<file path="config.mk">
export PLATFORM = sky130hd
export DESIGN_NAME = shacal2_block_encrypt_unit
export DESIGN_NICKNAME = d
export VERILOG_FILES = /design/src/sv/sc2_pkg.sv /design/src/sv/sc2_sched.sv /design/src/sv/sc2_round.sv /design/src/sv/shacal2_block_encrypt_unit.sv
export SDC_FILE = /design/constraint.sdc
export NUM_CORES = 2
export LEC_CHECK = 0
export BUFFER_PORTS_ARGS = -buffer_cell sky130_fd_sc_hd__buf_2
export CORE_ASPECT_RATIO = 1.25
export CORE_MARGIN = 4
export CORE_UTILIZATION = 55
export CTS_CLUSTER_DIAMETER = 40
export CTS_CLUSTER_SIZE = 20
export DETAILED_ROUTE_END_ITERATION = 10
export HOLD_SLACK_MARGIN = 0.1
export PLACE_DENSITY = 0.71
export SLEW_MARGIN = 20
export SYNTH_ARGS = -nofsm -noshare
export SYNTH_HDL_FRONTEND = slang
export SYNTH_HIERARCHICAL = 1
export SYNTH_SLANG_ARGS = --single-unit
</file>
<file path="constraint.sdc">
create_clock -name clk -period 12.7 [get_ports clk]
set_clock_uncertainty 0.2 [all_clocks]
set_input_delay 1.27 -clock clk [delete_from_list [all_inputs] [get_ports clk]]
set_output_delay 1.27 -clock clk [all_outputs]
set_load 0.02 [all_outputs]
</file>
<file path="src/sv/sc2_pkg.sv">
// Shared types, round constants and sigma functions for the SHACAL-2 encrypt unit.
package sc2_pkg;

  typedef logic [31:0] word_t;

  localparam int unsigned KEY_REGS  = 8;
  localparam int unsigned CFG_IDX_W = 3;
  localparam int unsigned SCHED_MAX = 64;
  localparam int unsigned WIN_LEN   = 16;
  localparam int unsigned RIDX_W    = 6;

  typedef struct packed {
    word_t a;
    word_t b;
    word_t c;
    word_t d;
    word_t e;
    word_t f;
    word_t g;
    word_t h;
  } work_t;

  typedef struct packed {
    logic load;
    logic step;
  } sched_ctl_t;

  localparam word_t RC [SCHED_MAX] = '{
    32'h428a2f98, 32'h71374491, 32'hb5c0fbcf, 32'he9b5dba5,
    32'h3956c25b, 32'h59f111f1, 32'h923f82a4, 32'hab1c5ed5,
    32'hd807aa98, 32'h12835b01, 32'h243185be, 32'h550c7dc3,
    32'h72be5d74, 32'h80deb1fe, 32'h9bdc06a7, 32'hc19bf174,
    32'he49b69c1, 32'hefbe4786, 32'h0fc19dc6, 32'h240ca1cc,
    32'h2de92c6f, 32'h4a7484aa, 32'h5cb0a9dc, 32'h76f988da,
    32'h983e5152, 32'ha831c66d, 32'hb00327c8, 32'hbf597fc7,
    32'hc6e00bf3, 32'hd5a79147, 32'h06ca6351, 32'h14292967,
    32'h27b70a85, 32'h2e1b2138, 32'h4d2c6dfc, 32'h53380d13,
    32'h650a7354, 32'h766a0abb, 32'h81c2c92e, 32'h92722c85,
    32'ha2bfe8a1, 32'ha81a664b, 32'hc24b8b70, 32'hc76c51a3,
    32'hd192e819, 32'hd6990624, 32'hf40e3585, 32'h106aa070,
    32'h19a4c116, 32'h1e376c08, 32'h2748774c, 32'h34b0bcb5,
    32'h391c0cb3, 32'h4ed8aa4a, 32'h5b9cca4f, 32'h682e6ff3,
    32'h748f82ee, 32'h78a5636f, 32'h84c87814, 32'h8cc70208,
    32'h90befffa, 32'ha4506ceb, 32'hbef9a3f7, 32'hc67178f2
  };

  function automatic word_t big_sigma0(input word_t x);
    return {x[1:0], x[31:2]} ^ {x[12:0], x[31:13]} ^ {x[21:0], x[31:22]};
  endfunction

  function automatic word_t big_sigma1(input word_t x);
    return {x[5:0], x[31:6]} ^ {x[10:0], x[31:11]} ^ {x[24:0], x[31:25]};
  endfunction

  function automatic word_t small_sigma0(input word_t x);
    return {x[6:0], x[31:7]} ^ {x[17:0], x[31:18]} ^ (x >> 3);
  endfunction

  function automatic word_t small_sigma1(input word_t x);
    return {x[16:0], x[31:17]} ^ {x[18:0], x[31:19]} ^ (x >> 10);
  endfunction

endpackage

</file>
<file path="src/sv/sc2_sched.sv">
// Key schedule: 16-word sliding window expanded one word per round.
module sc2_sched
  import sc2_pkg::*;
(
  input  logic                       clk,
  input  sched_ctl_t                 ctl,
  input  word_t [KEY_REGS*2-1:0]     key_words,
  output word_t                      w_cur
);

  word_t win_r [WIN_LEN];
  word_t w_new;

  assign w_new = small_sigma1(win_r[14]) + win_r[9] + small_sigma0(win_r[1]) + win_r[0];
  assign w_cur = win_r[0];

  always_ff @(posedge clk) begin
    if (ctl.load) begin
      for (int i = 0; i < WIN_LEN; i++) begin
        win_r[i] <= key_words[i];
      end
    end else if (ctl.step) begin
      for (int i = 0; i < WIN_LEN - 1; i++) begin
        win_r[i] <= win_r[i+1];
      end
      win_r[WIN_LEN-1] <= w_new;
    end
  end

endmodule

</file>
<file path="src/sv/sc2_round.sv">
// One SHA-256 compression round, combinational.
module sc2_round
  import sc2_pkg::*;
(
  input  work_t cur,
  input  word_t w,
  input  word_t k,
  output work_t nxt
);

  word_t ch;
  word_t maj;
  word_t t1;
  word_t t2;

  always_comb begin
    ch  = (cur.e & cur.f) ^ (~cur.e & cur.g);
    maj = (cur.a & cur.b) ^ (cur.a & cur.c) ^ (cur.b & cur.c);
    t1  = cur.h + big_sigma1(cur.e) + ch + w + k;
    t2  = big_sigma0(cur.a) + maj;
    nxt.h = cur.g;
    nxt.g = cur.f;
    nxt.f = cur.e;
    nxt.e = cur.d + t1;
    nxt.d = cur.c;
    nxt.c = cur.b;
    nxt.b = cur.a;
    nxt.a = t1 + t2;
  end

endmodule

</file>
<file path="src/sv/shacal2_block_encrypt_unit.sv">
// SHACAL-2 encrypt unit top level: key registers, round sequencer and state.
//
// Encrypts one 256-bit block per item under the 512-bit key held in the eight
// cfg registers (index i holds key words 2i and 2i+1, big-endian). An item
// takes a load in ST_IDLE, ROUND_COUNT rounds (capped at 64) in ST_RUN, and ST_DONE,
// where the result is presented until out_ready takes it. The single round
// unit and the 16-word schedule window advance once per cycle in ST_RUN; one
// block is in flight at a time and in_ready is low until the result is taken.
// Key registers reset to zero and should be written only while the unit is
// idle.
module shacal2_block_encrypt_unit
  import sc2_pkg::*;
#(
  parameter int unsigned ROUND_COUNT = 64
) (
  input  logic                 clk,
  input  logic                 rst_n,
  input  logic                 cfg_we,
  input  logic [CFG_IDX_W-1:0] cfg_index,
  input  logic [63:0]          cfg_data,
  input  logic                 in_valid,
  output logic                 in_ready,
  input  logic [63:0]          in_plain_words_0_1,
  input  logic [63:0]          in_plain_words_2_3,
  input  logic [63:0]          in_plain_words_4_5,
  input  logic [63:0]          in_plain_words_6_7,
  output logic                 out_valid,
  input  logic                 out_ready,
  output logic [63:0]          out_cipher_words_0_1,
  output logic [63:0]          out_cipher_words_2_3,
  output logic [63:0]          out_cipher_words_4_5,
  output logic [63:0]          out_cipher_words_6_7
);

  localparam int unsigned ROUNDS = (ROUND_COUNT > SCHED_MAX) ? SCHED_MAX : ROUND_COUNT;
  localparam logic [RIDX_W-1:0] LAST_RND = RIDX_W'(ROUNDS - 1);

  typedef enum logic [2:0] {
    ST_IDLE = 3'b001,
    ST_RUN  = 3'b010,
    ST_DONE = 3'b100
  } state_t;

  state_t              state_r, state_nxt;
  logic [RIDX_W-1:0]   rnd_r, rnd_nxt;
  logic [63:0]         key_r [KEY_REGS];
  word_t [KEY_REGS*2-1:0] key_words;
  work_t               work_r, work_nxt, round_out;
  word_t               w_cur;
  sched_ctl_t          sched_ctl;
  logic                in_fire;

  assign in_ready  = (state_r == ST_IDLE);
  assign out_valid = (state_r == ST_DONE);
  assign in_fire   = in_valid & in_ready;

  always_ff @(posedge clk) begin
    if (!rst_n) begin
      for (int i = 0; i < KEY_REGS; i++) begin
        key_r[i] <= '0;
      end
    end else if (cfg_we) begin
      key_r[cfg_index] <= cfg_data;
    end
  end

  always_comb begin
    for (int i = 0; i < KEY_REGS; i++) begin
      key_words[2*i]   = key_r[i][63:32];
      key_words[2*i+1] = key_r[i][31:0];
    end
  end

  always_comb begin
    sched_ctl.load = in_fire;
    sched_ctl.step = (state_r == ST_RUN);
  end

  sc2_sched u_sched (
    .clk       (clk),
    .ctl       (sched_ctl),
    .key_words (key_words),
    .w_cur     (w_cur)
  );

  sc2_round u_round (
    .cur (work_r),
    .w   (w_cur),
    .k   (RC[rnd_r]),
    .nxt (round_out)
  );

  always_comb begin
    state_nxt = state_r;
    rnd_nxt   = rnd_r;
    work_nxt  = work_r;
    unique case (state_r)
      ST_IDLE: begin
        if (in_fire) begin
          work_nxt = {in_plain_words_0_1, in_plain_words_2_3,
                      in_plain_words_4_5, in_plain_words_6_7};
          rnd_nxt   = '0;
          state_nxt = ST_RUN;
        end
      end
      ST_RUN: begin
        work_nxt = round_out;
        rnd_nxt  = rnd_r + 1'b1;
        if (rnd_r == LAST_RND) begin
          state_nxt = ST_DONE;
        end
      end
      ST_DONE: begin
        if (out_ready) begin
          state_nxt = ST_IDLE;
        end
      end
      default: begin
        state_nxt = ST_IDLE;
      end
    endcase
  end

  always_ff @(posedge clk) begin
    if (!rst_n) begin
      state_r <= ST_IDLE;
      rnd_r   <= '0;
    end else begin
      state_r <= state_nxt;
      rnd_r   <= rnd_nxt;
    end
  end

  always_ff @(posedge clk) begin
    work_r <= work_nxt;
  end

  assign out_cipher_words_0_1 = {work_r.a, work_r.b};
  assign out_cipher_words_2_3 = {work_r.c, work_r.d};
  assign out_cipher_words_4_5 = {work_r.e, work_r.f};
  assign out_cipher_words_6_7 = {work_r.g, work_r.h};

endmodule

</file>
==> flow_summary.toml <==
[sta]
finalCriticalPeriod_ps = 9730
maxSlewHeadroom_pct = 15.7
finalHoldViolCount = 0
rsz0062_at_grt = "false"
setup_tns_ps = 0
setup_violations = 0
finalCritPeriodShare_pct = 76.7
worstMarginPinSlew_ps = 1260
max_freq_mhz = 103
slew_viol_final = 0
hold_ws_ps = 329

[synthesis]
yosysUniqueCellTypes = 98
yosysTopAreaCell = "edfxtp_1"
syn_inst = 5896
synthArstFlopShare_pct = 0
ys_ff_latch = 1289
yosys_most_used_dff = "edfxtp_1"
synth_compound_area_share_pct = 5.97
synth-edff-count = 1280
synthMuxAreaShare_pct = 8.91
ys_warn_count = 6
synthTopCellsByArea = "edfxtp_1, mux2_2, fa_1, and2_1, nand2_1"
syn_area_per_cell_um2 = 12.1
synth_top_area_share_pct = 54.1
synth_fa_ha_area_share_pct = 7.83
syn_nets = 6555
yosysSeqAreaShare_pct = 54.3
synthSimpleGateAreaFrac_pct = 11.9
syn-cell-area_um2 = 71100
synth_top_family_by_area = "simple AND/OR/NAND/NOR gates"
synthXorXnorAreaFrac_pct = 4.50

[clock_tree]
clock-sinks = 1289
cts_hold_buf = 0
clk_pin_slew_worst_paths_ps = 80
h-tree-depth = 4
cts_tree = "built"
clkLatencyLatePin_ps = 800
cts_made_buffers = 136
cts_root_buffer = "clkbuf_16"
post_cts_buffers = 0
clockBufferDepth = 3
postCtsResizedCells = 0

[drt]
drcViolationCount = 0
wl_per_cell_um = 28.4
vias = 46700
highest_layer = "met5"
met3_length_mm = 14.9
firstDrtPassIters = 6
post_drt_via_cell_ratio = 5.82
wirelength_mm = 228
wl_met1_mm = 83.2
postRouteAntennaNets = 0
first_iter_violations = 4610
wl_met2_mm = 111

[place]
place.gp.congestion = 1.01
numPortBuffers = 585
dp_hpwl_mm = 167

[finish]
syn_to_final_growth_pct = 10.8
fill_cells = 10400
nets = 6847
final_cell_mix = "edfxtp_1, nand2_1, buf_2"
drive_above_1_share_pct = 23.0
layout_commonest_cell = "edfxtp_1"

[worst_setup_path]
rrSetupSlack_ps = 2970
cp_num_buf_inv = 4
path_depth = 33
path_max_fanout = 19
critPathCaptureType = "flop"
max_stage_delay_ps = 680
r2r_cells = 33
rr_startpoint = "rnd_r[0]$_SDFFE_PN0P_"
startpoint_type = "flop"
cp_top_family = "adder cells"
worstPathArrival_ps = 10070
criticalPathCategory = "flop to flop"
r2r_end = "out_cipher_words_0_1[63]$_DFFE_PP_"
crit_required_ps = 13040
cpMostUsedCell = "fa_1"
cp_slowest_cell = "nor2b_1"

[hold_path]
hold_path_end = "u_sched/win_r[3][86]$_DFFE_PP_"
hold_class = "flop to flop"
holdCritStartpoint = "key_r[7][54]$_SDFFCE_PN0P_"
whs_path_depth = 1

[global_routing]
antenna_found_initial = 23
grt_use_total_pct = 33.3
grt_overflow = 0
grt_pass1_wl_mm = 324
first_global_vias = 46600
grt_max_degree = 176

[floorplan]
placementRows = 147
fp.dieW_um = 330
core_area_um2 = 128000
fp.dieH_um = 410
start_util_pct = 55.4
io_pins = 586
die-area_um2 = 135000

[run_status]
run_status = "finished clean"

[flow_run]
cap_violations = 0
[cells by family (layout without fill, tap and decap cells)]
family,count (synthesis),after routing
simple gates,1750,1750
xor+xnor,365,365
fa+ha+maj,333,333
other cells,0,18
flops,1289,1289
mux,548,548
compound gates,639,639
buf+inv,972,1375
[cell type report]
class,instances,area [um2],area share [%]
flip-flops and latches,1289,38600,49.0
multi-input cells,3635,27900,35.5
clock buffers,145,3480,4.42
repair buffers,644,3410,4.33
well taps,1713,2140,2.72
inverters,482,1820,2.32
clock inverters,104,1310,1.66
diodes,18,45.0,0.0572
[layer usage]
metal	vias up	track usage [%]
met5	-	0
met4	6	22.4
met3	573	5.94
met2	1980	55.6
met1	23400	39.3
li1	20700	-
[Yosys cell counts (20+ instances only)]
| cell type | instances |
|---|---|
| edfxtp_1 | 1280 |
| nand2_1 | 878 |
| and2_1 | 527 |
| mux2_2 | 493 |
| inv_1 | 476 |
| xnor2_1 | 267 |
| buf_4 | 236 |
| fa_1 | 187 |
| clkbuf_1 | 175 |
| ha_1 | 144 |
| a21oi_1 | 142 |
| o21ai_0 | 138 |
| nor2_1 | 110 |
| xor2_1 | 98 |
| a21o_1 | 87 |
| buf_2 | 70 |
| nand2b_1 | 45 |
| nor2b_1 | 37 |
| nand3_1 | 36 |
| mux2i_1 | 35 |
| nor3_1 | 34 |
| a211oi_1 | 30 |
| o21ai_1 | 26 |
| a31oi_1 | 20 |
[per-stage QoR]
stage | std cells | worst slack [ps] | cell area (um2) | utilization (%)
after floorplan | 5896 | 3430 | 71100 | -
after global placement | 7763 | 3130 | 73900 | 57.6
after detailed placement | 7763 | 3010 | 73900 | 57.6
after CTS | 8012 | 2950 | 78700 | 61.3
after global routing | 8025 | 2480 | 78800 | 61.4
final | 8030 | 2970 | 78800 | 61.4
[how the worst max path moves through the flow]
stage                               start                                  to  slack [ps]
detailed placement  rnd_r[0]$_SDFFE_PN0P_  out_cipher_words_0_1[62]$_DFFE_PP_        3010
global placement    rnd_r[0]$_SDFFE_PN0P_  out_cipher_words_0_1[62]$_DFFE_PP_        3130
finish              rnd_r[0]$_SDFFE_PN0P_  out_cipher_words_0_1[63]$_DFFE_PP_        2970
floorplan                        in_valid       u_sched/win_r[0][0]$_DFFE_PP_        3430
global route        rnd_r[1]$_SDFFE_PN0P_  out_cipher_words_0_1[63]$_DFFE_PP_        2480
CTS                 rnd_r[0]$_SDFFE_PN0P_  out_cipher_words_0_1[62]$_DFFE_PP_        2950
[state kept, by name, summed over array words and instances (netlist names)]
name and flops:
out_cipher_words_0_1 64, state_r 3, u_sched/win_r 512, key_r 512, rnd_r 6, out_cipher_words_2_3 64
out_cipher_words_6_7 64, out_cipher_words_4_5 64
[worst register-to-register path: cells and delay by family, from the launching register on]
kind | cells | cell delay (ps)
mux | 1 | 160
flops | 1 | 320
buf+inv | 4 | 510
xor+xnor | 1 | 120
fa+ha+maj | 8 | 3560
compound gates | 14 | 3520
simple gates | 5 | 1080
Power is left out: the tool's default activity adds up to more than one toggle a clock period on the data nets, which glitch-free logic cannot reach.
